--- src/rtl/cbm_pkg.sv ---
// Shared types and constants for the cartridge bank mapper.
// Used by cbm_regs, cbm_decode and the cartridge_bank_mapper top level.
package cbm_pkg;

    // Where one CPU access ends up
    typedef enum logic [2:0] {
        TGT_NONE  = 3'd0,
        TGT_CPUOB = 3'd1,
        TGT_VIDOB = 3'd2,
        TGT_RAM   = 3'd3,
        TGT_FLASH = 3'd4,
        TGT_REG   = 3'd5
    } target_t;

    localparam int AddrWidth    = 16;
    localparam int DataWidth    = 8;
    localparam int MemAddrWidth = 22;
    localparam int OfsWidth     = 13;

    // Control register layout
    localparam int CtrlLockBit  = 7;
    localparam int CtrlWpBit    = 6;
    localparam int CtrlRam5Bit  = 5;
    localparam int CtrlEnHi     = 4;
    localparam int CtrlEnLo     = 3;
    localparam int CtrlA21Bit   = 0;

    localparam logic [1:0] EnRam123 = 2'b01;
    localparam logic [1:0] EnBlk1   = 2'b11;

    localparam logic [DataWidth-1:0]    CtrlResetVal  = 8'h40;
    localparam logic [DataWidth-1:0]    CtrlWriteMask = 8'hF9;
    localparam logic [MemAddrWidth-1:0] Ram123Base    = 22'h002000;

    // Register write request from the decoder
    typedef struct packed {
        logic                 bank_we;
        logic                 ctrl_we;
        logic [DataWidth-1:0] data;
    } reg_wr_t;

    // One decoded result transaction
    typedef struct packed {
        target_t                 target;
        logic [MemAddrWidth-1:0] mem_address;
        logic                    mem_write;
        logic [DataWidth-1:0]    reg_data;
        logic                    io_valid;
    } result_t;

endpackage

--- src/rtl/cbm_regs.sv ---
// Bank select and control registers of the mapper.
// Depends on cbm_pkg; written by requests from cbm_decode.
module cbm_regs
    import cbm_pkg::*;
(
    input  logic                 aclk,
    input  logic                 aresetn,
    input  logic                 commit,   // the decoded transaction moves on
    input  reg_wr_t              wr,
    output logic [DataWidth-1:0] bank_select,
    output logic [DataWidth-1:0] control_bits
);

    logic [DataWidth-1:0] bank_reg, bank_next;
    logic [DataWidth-1:0] ctrl_reg, ctrl_next;

    always_comb begin
        bank_next = bank_reg;
        ctrl_next = ctrl_reg;
        if (commit && wr.bank_we) begin
            bank_next = wr.data;
        end
        if (commit && wr.ctrl_we) begin
            ctrl_next = wr.data & CtrlWriteMask;
        end
    end

    always_ff @(posedge aclk) begin
        if (!aresetn) begin
            bank_reg <= '0;
            ctrl_reg <= CtrlResetVal;
        end else begin
            bank_reg <= bank_next;
            ctrl_reg <= ctrl_next;
        end
    end

    assign bank_select  = bank_reg;
    assign control_bits = ctrl_reg;

`ifndef ASSERT_OFF
    // Masked bits never become set
    a_ctrl_mask: assert property (@(posedge aclk) disable iff (!aresetn)
        (ctrl_reg & ~CtrlWriteMask) == '0)
        else $error("control register holds masked bits");

    // A locked window freezes both registers until reset
    a_lock_freeze: assert property (@(posedge aclk) disable iff (!aresetn)
        ctrl_reg[CtrlLockBit] |=> $stable(bank_reg) && $stable(ctrl_reg))
        else $error("register changed while locked");

    // Never a write to both registers at once
    a_one_we: assert property (@(posedge aclk) disable iff (!aresetn)
        !(wr.bank_we && wr.ctrl_we))
        else $error("bank and control written together");
`endif

endmodule

--- src/rtl/cbm_decode.sv ---
// Address decode for one CPU access: target, mapped address, register access.
// Depends on cbm_pkg; purely combinational.
module cbm_decode
    import cbm_pkg::*;
(
    input  logic                 wr_cmd,
    input  logic [AddrWidth-1:0] addr,
    input  logic [DataWidth-1:0] wdata,
    input  logic [DataWidth-1:0] bank_select,
    input  logic [DataWidth-1:0] control_bits,
    output result_t              result,
    output reg_wr_t              reg_wr
);

    logic [1:0] en;
    logic       in_ram123, in_blk1, in_blk23, in_blk5, in_io;

    assign en        = control_bits[CtrlEnHi:CtrlEnLo];
    assign in_ram123 = (addr[15:12] == 4'h0) && (addr[11:10] != 2'b00);
    assign in_blk1   = (addr[15:13] == 3'b001);
    assign in_blk23  = (addr[15:14] == 2'b01);
    assign in_blk5   = (addr[15:13] == 3'b101);
    assign in_io     = (addr[15:10] == 6'b100110);

    always_comb begin
        result        = '0;
        result.target = TGT_NONE;
        reg_wr        = '0;
        reg_wr.data   = wdata;

        priority if (in_ram123) begin
            if (en == EnRam123) begin
                result.target      = TGT_RAM;
                result.mem_address = MemAddrWidth'(addr) + Ram123Base;
            end else if (!wr_cmd) begin
                result.target = TGT_VIDOB;
            end
        end else if (in_blk1) begin
            if (en == EnBlk1) begin
                result.target      = TGT_RAM;
                result.mem_address = MemAddrWidth'(addr);
            end else if (!wr_cmd) begin
                result.target = TGT_CPUOB;
            end
        end else if (in_blk23) begin
            result.target      = TGT_RAM;
            result.mem_address = MemAddrWidth'(addr);
        end else if (in_blk5) begin
            if (wr_cmd && control_bits[CtrlWpBit]) begin
                result.target = TGT_NONE;
            end else if (control_bits[CtrlRam5Bit]) begin
                result.target      = TGT_RAM;
                result.mem_address = MemAddrWidth'(addr[OfsWidth-1:0]);
            end else begin
                result.target      = TGT_FLASH;
                result.mem_address = {control_bits[CtrlA21Bit], bank_select,
                                      addr[OfsWidth-1:0]};
            end
        end else if (in_io) begin
            if (control_bits[CtrlLockBit]) begin
                result.target = wr_cmd ? TGT_NONE : TGT_CPUOB;
            end else if (wr_cmd) begin
                result.target  = TGT_REG;
                reg_wr.ctrl_we = addr[0];
                reg_wr.bank_we = !addr[0];
            end else begin
                result.target   = TGT_REG;
                result.reg_data = addr[0] ? control_bits : bank_select;
                result.io_valid = 1'b1;
            end
        end else begin
            result.target = TGT_NONE;
        end

        result.mem_write = wr_cmd &&
            ((result.target == TGT_RAM) || (result.target == TGT_FLASH));
    end

endmodule

--- src/rtl/cartridge_bank_mapper.sv ---
// An accepted s_ transaction passes the input and result registers to reach m_.
// Throughput: one transaction per cycle; s_tready drops only when both the
// input and result registers are full and m_tready is low.
// Register writes take effect for the very next transaction.
// Reset (aresetn low, synchronous): pipeline empty, bank select 0x00,
// control 0x40 (BLK5 write protected, window unlocked).
module cartridge_bank_mapper
    import cbm_pkg::*;
(
    input  logic        aclk,
    input  logic        aresetn,
    // Input CPU access channel
    input  logic        s_tvalid,
    output logic        s_tready,
    input  logic [23:0] s_tdata,   // [15:0] cpu_address, [23:16] write_data
    input  logic        s_tuser,   // [0] command (1 = write)
    // Decoded result channel
    output logic        m_tvalid,
    input  logic        m_tready,
    output logic [31:0] m_tdata,   // [21:0] mem_address, [22] mem_write,
                                   // [30:23] reg_data, [31] io_valid
    output logic [2:0]  m_tuser    // [2:0] target
);

    // Input register stage
    logic                 in_valid_reg, in_valid_next;
    logic                 cmd_reg;
    logic [AddrWidth-1:0] addr_reg;
    logic [DataWidth-1:0] data_reg;

    // Result register stage
    logic    out_valid_reg, out_valid_next;
    result_t res_reg;

    logic                 out_adv;   // result register may load
    logic                 commit;    // input item moves into the result register
    result_t              dec_result;
    reg_wr_t              dec_wr;
    logic [DataWidth-1:0] bank_select, control_bits;

    assign out_adv  = !out_valid_reg || m_tready;
    assign s_tready = !in_valid_reg || out_adv;
    assign commit   = in_valid_reg && out_adv;

    always_comb begin
        in_valid_next  = in_valid_reg;
        out_valid_next = out_valid_reg;
        if (s_tready) begin
            in_valid_next = s_tvalid;
        end
        if (out_adv) begin
            out_valid_next = in_valid_reg;
        end
    end

    always_ff @(posedge aclk) begin
        if (!aresetn) begin
            in_valid_reg  <= 1'b0;
            out_valid_reg <= 1'b0;
        end else begin
            in_valid_reg  <= in_valid_next;
            out_valid_reg <= out_valid_next;
        end
    end

    // Payload registers, no reset needed
    always_ff @(posedge aclk) begin
        if (s_tready) begin
            cmd_reg  <= s_tuser;
            addr_reg <= s_tdata[15:0];
            data_reg <= s_tdata[23:16];
        end
        if (commit) begin
            res_reg <= dec_result;
        end
    end

    // Decode works on the input register against the current mapper state
    cbm_decode u_decode (
        .wr_cmd       (cmd_reg),
        .addr         (addr_reg),
        .wdata        (data_reg),
        .bank_select  (bank_select),
        .control_bits (control_bits),
        .result       (dec_result),
        .reg_wr       (dec_wr)
    );

    // State updates land together with the result register load
    cbm_regs u_regs (
        .aclk         (aclk),
        .aresetn      (aresetn),
        .commit       (commit),
        .wr           (dec_wr),
        .bank_select  (bank_select),
        .control_bits (control_bits)
    );

    assign m_tvalid = out_valid_reg;
    assign m_tuser  = res_reg.target;
    assign m_tdata  = {res_reg.io_valid, res_reg.reg_data, res_reg.mem_write,
                       res_reg.mem_address};

`ifndef ASSERT_OFF
    // mem_write only for a RAM or flash transaction
    a_memwr_tgt: assert property (@(posedge aclk) disable iff (!aresetn)
        m_tvalid && res_reg.mem_write |->
            (res_reg.target == TGT_RAM) || (res_reg.target == TGT_FLASH))
        else $error("mem_write on non-memory target");

    // io_valid only with a register target
    a_io_tgt: assert property (@(posedge aclk) disable iff (!aresetn)
        m_tvalid && res_reg.io_valid |-> (res_reg.target == TGT_REG))
        else $error("io_valid without register target");

    // Input side stalls only when both stages are full and the sink is stalled
    a_stall_cause: assert property (@(posedge aclk) disable iff (!aresetn)
        !s_tready |-> in_valid_reg && out_valid_reg && !m_tready)
        else $error("unexpected input stall");
`endif

endmodule

--- config.mk ---
export PLATFORM = sky130hd
export DESIGN_NAME = cartridge_bank_mapper
export DESIGN_NICKNAME = d
export VERILOG_FILES = /design/src/rtl/cbm_pkg.sv /design/src/rtl/cbm_regs.sv /design/src/rtl/cbm_decode.sv /design/src/rtl/cartridge_bank_mapper.sv
export SDC_FILE = /design/constraint.sdc
export NUM_CORES = 1
export LEC_CHECK = 0
export BUFFER_PORTS_ARGS = -buffer_cell sky130_fd_sc_hd__buf_2
export CAP_MARGIN = 20
export CORE_AREA = 2 2 86 96
export CTS_BUF_LIST = sky130_fd_sc_hd__clkbuf_4
export DETAILED_ROUTE_END_ITERATION = 10
export DIE_AREA = 0 0 88 98
export MAX_ROUTING_LAYER = met4
export PLACE_DENSITY = 0.63
export SYNTH_ARGS = -nofsm -noshare
export SYNTH_HDL_FRONTEND = slang
export SYNTH_SLANG_ARGS = --single-unit
--- constraint.sdc ---
create_clock -name aclk -period 3.5 [get_ports aclk]
set_input_delay 0.7 -clock aclk [delete_from_list [all_inputs] [get_ports aclk]]
set_output_delay 0.7 -clock aclk [all_outputs]
set_load 0.05 [all_outputs]
# After elaboration in Yosys (flattened, before gate mapping)
# Index checks and enable logic that the tools add are counted.
# totals
register_bits	76
input_bits	29
out_inout_bits	37
word_cells	65
# op_classes
addsub	1
n_eq_ne	8
n_mux	25
bitwise_logic	1
reduce_logical	17
# ops
cell	n
$mux 25	4
$mux 22	3
$mux 3	6
$add 16x14->17 const B	1
$mux 16	1
$mux 2	8
$reduce_or 8->1	1
$mux 7	1
$reduce_or 7->1	1
$eq 3x3->1 const B	2
$eq 6x6->1 const B	1
$logic_and 1x1->1	6
$reduce_or 6->1	1
$eq 2x1->1 const B	2
$logic_not 4->1	1
$eq 3x1->1 const B	1
$eq 3x2->1 const B	1
$logic_not 1->1	3
$logic_or 1x1->1	3
$eq 2x2->1 const B	1
$mux 1	2
$reduce_bool 2->1	1
$not 1->1	1

# Longest topological paths before layout
# logic_depth
depth_word	10
depth_mapped	8
ltp_nobuf	6

# By module
# Synthesis repeated with hierarchy kept, for this count alone.
# hier_totals
cells_unflattened	225
area_unflattened_um2	3144.3
# modules_own_cells
mod	instances	cells_each	area_each_um2	seq_area_each_um2
cartridge_bank_mapper	1	68	1883.1	1841.8
cbm_decode	1	90	649.4	0.0
cbm_regs	1	67	611.8	280.3

# Worst setup path after synthesis
# Ideal clock, no wire load.
# synth_timing
path_kind	register to register
startpoint	register addr_reg[13]
endpoint	register u_regs.bank_reg[0], in the netlist u_regs.bank_select[0]
setup_ns	0.072
arrival_time_ns	2.520
t_required_ns	3.428
path_slack_ns	0.908
stages_incl_launch_ff	7
n_path_buf	1
period_less_slack_ns	2.592
path_cell_list	edfxtp_1 > ha_1 > or4b_1 > or4_1 > buf_6 > nor4_4 > mux2i_1
# synth_via
elab_chain_len	7
elab_cells_between_ends	11
cone_classes	eq/ne (3); mux (5); reduce/logical (3)
# synth_rtl
item	line	source
from (decl)	cartridge_bank_mapper.sv:28	logic [AddrWidth-1:0] addr_reg;
from (signal assigned)	cartridge_bank_mapper.sv:70	addr_reg <= s_tdata[15:0];
$eq 6x6->1	cbm_decode.sv:23	assign in_io = (addr[15:10] == 6'b100110);
$mux 2	cbm_decode.sv:59	end else if (in_io) begin
$mux 2	cbm_decode.sv:48	end else if (in_blk5) begin
$mux 2	cbm_decode.sv:45	end else if (in_blk23) begin
$mux 2	cbm_decode.sv:38	end else if (in_blk1) begin
$mux 2 (*)	cbm_decode.sv:31	priority if (in_ram123) begin
$logic_and 1x1->1 (*)	cbm_regs.sv:20	if (commit && wr.bank_we) begin
to (signal assigned)	cbm_regs.sv:33	bank_reg <= bank_next;
to (decl)	cbm_regs.sv:14	logic [DataWidth-1:0] bank_reg, bank_next;
# Mark *: on every way between the ends. The rest lies on a longest branch, timed or not.
# A chain may end at the register's enable or synchronous reset.

# Worst setup path after layout
# layout_timing
startpoint	register addr_reg[14]
endpoint	register u_regs.bank_reg[4], in the netlist u_regs.bank_select[4]
# Same word-level chain as after synthesis.

==> implementation parameters <==
Parameter                              Value

Outcome
  Result of the run    completed

Timing
  Total Neg Setup Slack    0 ns
  Final number of setup-violating endpoints    0
  Max Clock Skew    0.0244 ns
  Max-Slew Margin vs Limit    53.9%
  Final Hold Viols    0
  Maximum operating frequency    between 300 and 400 MHz
  Final critical-path share of the clock period    between 80 and 90%
  Transition time at the pin with the least slew margin    0.687 ns
  Max-slew violations    0
  Final critical delay including setup and external delays    a little under 3 ns
  RSZ-0062 raised after global routing    no

Layout
  Final-stage net count    roughly 310
  Leading cell type in the layout, fill and taps excluded    sky130_fd_sc_hd__buf_2
  Post-layout instance area    between 3000 and 4000 µm²
  Number of flip-flops under the largest register name    32
  Number of antenna diodes    0
  Post-layout util    ~46%
  Proportion of layout cells with a drive suffix above 1    around 31%
  Area added between synthesis and finish    19.0%
  Leading cell types in the layout, fill and taps excluded    sky130_fd_sc_hd__buf_2, sky130_fd_sc_hd__edfxtp_1, sky130_fd_sc_hd__nand2_1, sky130_fd_sc_hd__nor2b_1, sky130_fd_sc_hd__mux2i_1

Synthesis
  Syn Inst Count    between 200 and 250
  Warnings, synthesis    0
  Cell Area, Synth    between 3000 and 4000 µm²
  Share of the synthesized area in the top cell type    between 60% and 70%
  Cell types with the largest area share after synthesis    sky130_fd_sc_hd__edfxtp_1, sky130_fd_sc_hd__dfxtp_1, sky130_fd_sc_hd__mux2i_1, sky130_fd_sc_hd__nor2b_1, sky130_fd_sc_hd__nand2_1
  #FFs+latches synth    between 70 and 80
  Share of the yosys chip area belonging to registers    between 70% and 80%
  Total nets after synthesis    between 200 and 250
  Avg Inst Size Synth    roughly 14 µm²
  Post-synthesis cell type count    35
  Cell type contributing the most total cell area after synthesis    sky130_fd_sc_hd__edfxtp_1

Pwr
  Leakage    roughly 1.4 nW
  Max rail drop VDD    between 0.2 and 0.25 mV
  Power per cell area    478 nW/µm²

Global routing
  Wire length of the first global-routing pass    8490 µm
  Vias in the first global route    ~1700
  Final global-route overflow total    0
  Number of antenna violations at the first check in global routing    0
  Maximum number of pins on one net before global-route repair    36
  All-layer global routing usage    between 10% and 20%

Critical path
  Critical Path Source Type    flop
  Worst path arrival time    approximately 3.3 ns
  Maximum fanout encountered on the critical timing path    8
  Destination of the worst register-to-register timing path    u_regs.bank_select[4]$_SDFFE_PN0P_
  Reg-to-reg slack, setup    around 0.59 ns
  Depth of the most critical reg-to-reg path    6
  Data required time at the worst endpoint    3.85 ns
  Crit Path Category    flop to flop
  Critical Path Sink Type    flop
  R2R Path Start    addr_reg[14]$_DFFE_PP_

Placed design
  Buffers added on ports    65
  Detailed Place HPWL    approximately 3700 µm
  Final weighted congestion in routability-driven placement    roughly 0.81
  Post-placement cell area    3430 µm²

Routing
  Overall via count from detail_route    1823
  DR vias/cell    4.63
  Number of nets still failing antenna checks after routing    0
  Number of design-rule violations left by the first detailed-router iteration    approximately 140
  Initial DRT Pass Iterations    4
  Detailed Route WL    approximately 5200 µm
  Final routed DRC violation total    0
  Wire length per cell after detailed routing    ~13 µm

Die
  CORE AREA    about 7700 µm²
  Initial cell density of the core    39.0%
  Top-Level Pins    66
  Die Footprint    8620 µm²
  Die Span Y    a little under 100 µm
  Rows    34
  Width of the die    about 88 µm

CTS
  Clock Tree Buf Depth    2
  Count of hold buffers inserted by post-cts repair    0
  Latest clock arrival within the worst-skew pair    about 0.42 ns
  Count of buffers added by post-CTS timing repair for setup    0
  Clock Tree Root    sky130_fd_sc_hd__clkbuf_4
  Register clock-pin slew on the reported worst setup and hold paths    between 0.1 and 0.15 ns
  H-tree levels    3
  Number of resized instances in the post-cts repair step    0
  Clock tree from TritonCTS    done
  Inserted Clock Buffers    9
  Clock sink total    between 70 and 80

Run
  Max-cap check violation count    0

Worst hold path
  Worst Hold Path Cells    1
  Destination of the worst hold path    data_reg[6]$_DFFE_PP_
  Type of the worst min-delay path    input pin to flop
  Critical hold path startpoint    s_tdata[22]
==> synthesized netlist by cell type (all sizes together) <==
cell	number
nor3	3
or4	3
inv	4
o21ba	1
or4b	1
o32ai	1
a21oi	3
and4b	1
clkbuf	8
o221a	1
nand3b	3
nor2b	18
and2b	2
o21ai	3
xnor2	1
nand2b	3
a2111oi	1
edfxtp	60
nor2	8
ha	2
nor4b	1
nor4	2
mux2i	18
o21a	2
and3	1
and2	9
or2	1
dfxtp	16
nand2	27
nand3	3
buf	2
a31o	1
a31oi	1
a22o	1
==> where the power goes <==
| part | switching, mW | total [mW] | internal [mW] |
|---|---|---|---|
| Combinational | 0.117 | 0.164 | 0.0470 |
| Clock | 0.301 | 0.515 | 0.214 |
| Sequential | 0.0163 | 1.03 | 1.01 |
| Total | 0.434 | 1.71 | 1.27 |
==> how the worst max path moves through the flow <==
stage	start	endpoint	slack (ns)	depth (start not counted)
floorplan	addr_reg[13]$_DFFE_PP_	u_regs.bank_select[0]$_SDFFE_PN0P_	0.91	6
global placement	addr_reg[14]$_DFFE_PP_	u_regs.bank_select[3]$_SDFFE_PN0P_	0.73	6
detailed placement	addr_reg[14]$_DFFE_PP_	u_regs.bank_select[6]$_SDFFE_PN0P_	0.62	6
CTS	addr_reg[14]$_DFFE_PP_	u_regs.bank_select[4]$_SDFFE_PN0P_	0.60	6
global route	addr_reg[14]$_DFFE_PP_	u_regs.bank_select[1]$_SDFFE_PN0P_	0.41	6
finish	addr_reg[14]$_DFFE_PP_	u_regs.bank_select[4]$_SDFFE_PN0P_	0.59	6
==> per-stage QoR <==
| step | total power, mW | hold slack (ns) | worst slack [ns] | cells |
|---|---|---|---|---|
| final | 1.71 | 0.448 | 0.593 | 394 |
| after global routing | 1.78 | 0.409 | 0.406 | 394 |
| after CTS | 1.73 | 0.417 | 0.600 | 394 |
| after detailed placement | 1.21 | 0.463 | 0.615 | 378 |
| after global placement | 1.21 | 0.459 | 0.727 | 378 |
| after floorplan | 1.17 | 0.439 | 0.908 | 212 |
==> cell type report <==
class                           instances  area [µm²]
Clock buffer                            9        67.6
Clock inverter                          7        67.6
Fill cell                             692        4130
Inverter                                4        15.0
Multi-Input combinational cell        122         815
Sequential cell                        76        2120
Tap cell                              108         135
Timing Repair Buffer                   68         348
==> cells by family (layout without fill, tap and decap cells) <==
family	Yosys count	after routing	share of synthesized area (%)
XOR/XNOR	1	1	0.292
flip-flops	76	76	70.7
buffers and inverters	14	88	2.13
adder cells (fa/ha/maj)	2	2	0.834
AND/OR/NAND/NOR	86	86	16.4
multiplexers	18	18	6.00
AO/OA/AOI/OAI	15	15	3.59
==> worst max-delay path, cell delays in order (launching register included) <==
cell,delay [ns]
sky130_fd_sc_hd__edfxtp_1,0.44
sky130_fd_sc_hd__inv_1,0.10
sky130_fd_sc_hd__ha_1,0.27
sky130_fd_sc_hd__or4b_1,0.50
sky130_fd_sc_hd__or4_1,0.58
sky130_fd_sc_hd__nor4_4,0.71
sky130_fd_sc_hd__mux2i_1,0.26
==> metal layers <==
layer | share of wire, % | GRT usage, % | vias up
li1 | - | - | 902
met1 | 47 | 18.3 | 853
met2 | 45 | 18.4 | 57
met3 | 6.1 | 4.56 | 11
met4 | 1.7 | 5.68 | 0
met5 | 0 | - | -
Power figures use the tool's default switching activity.
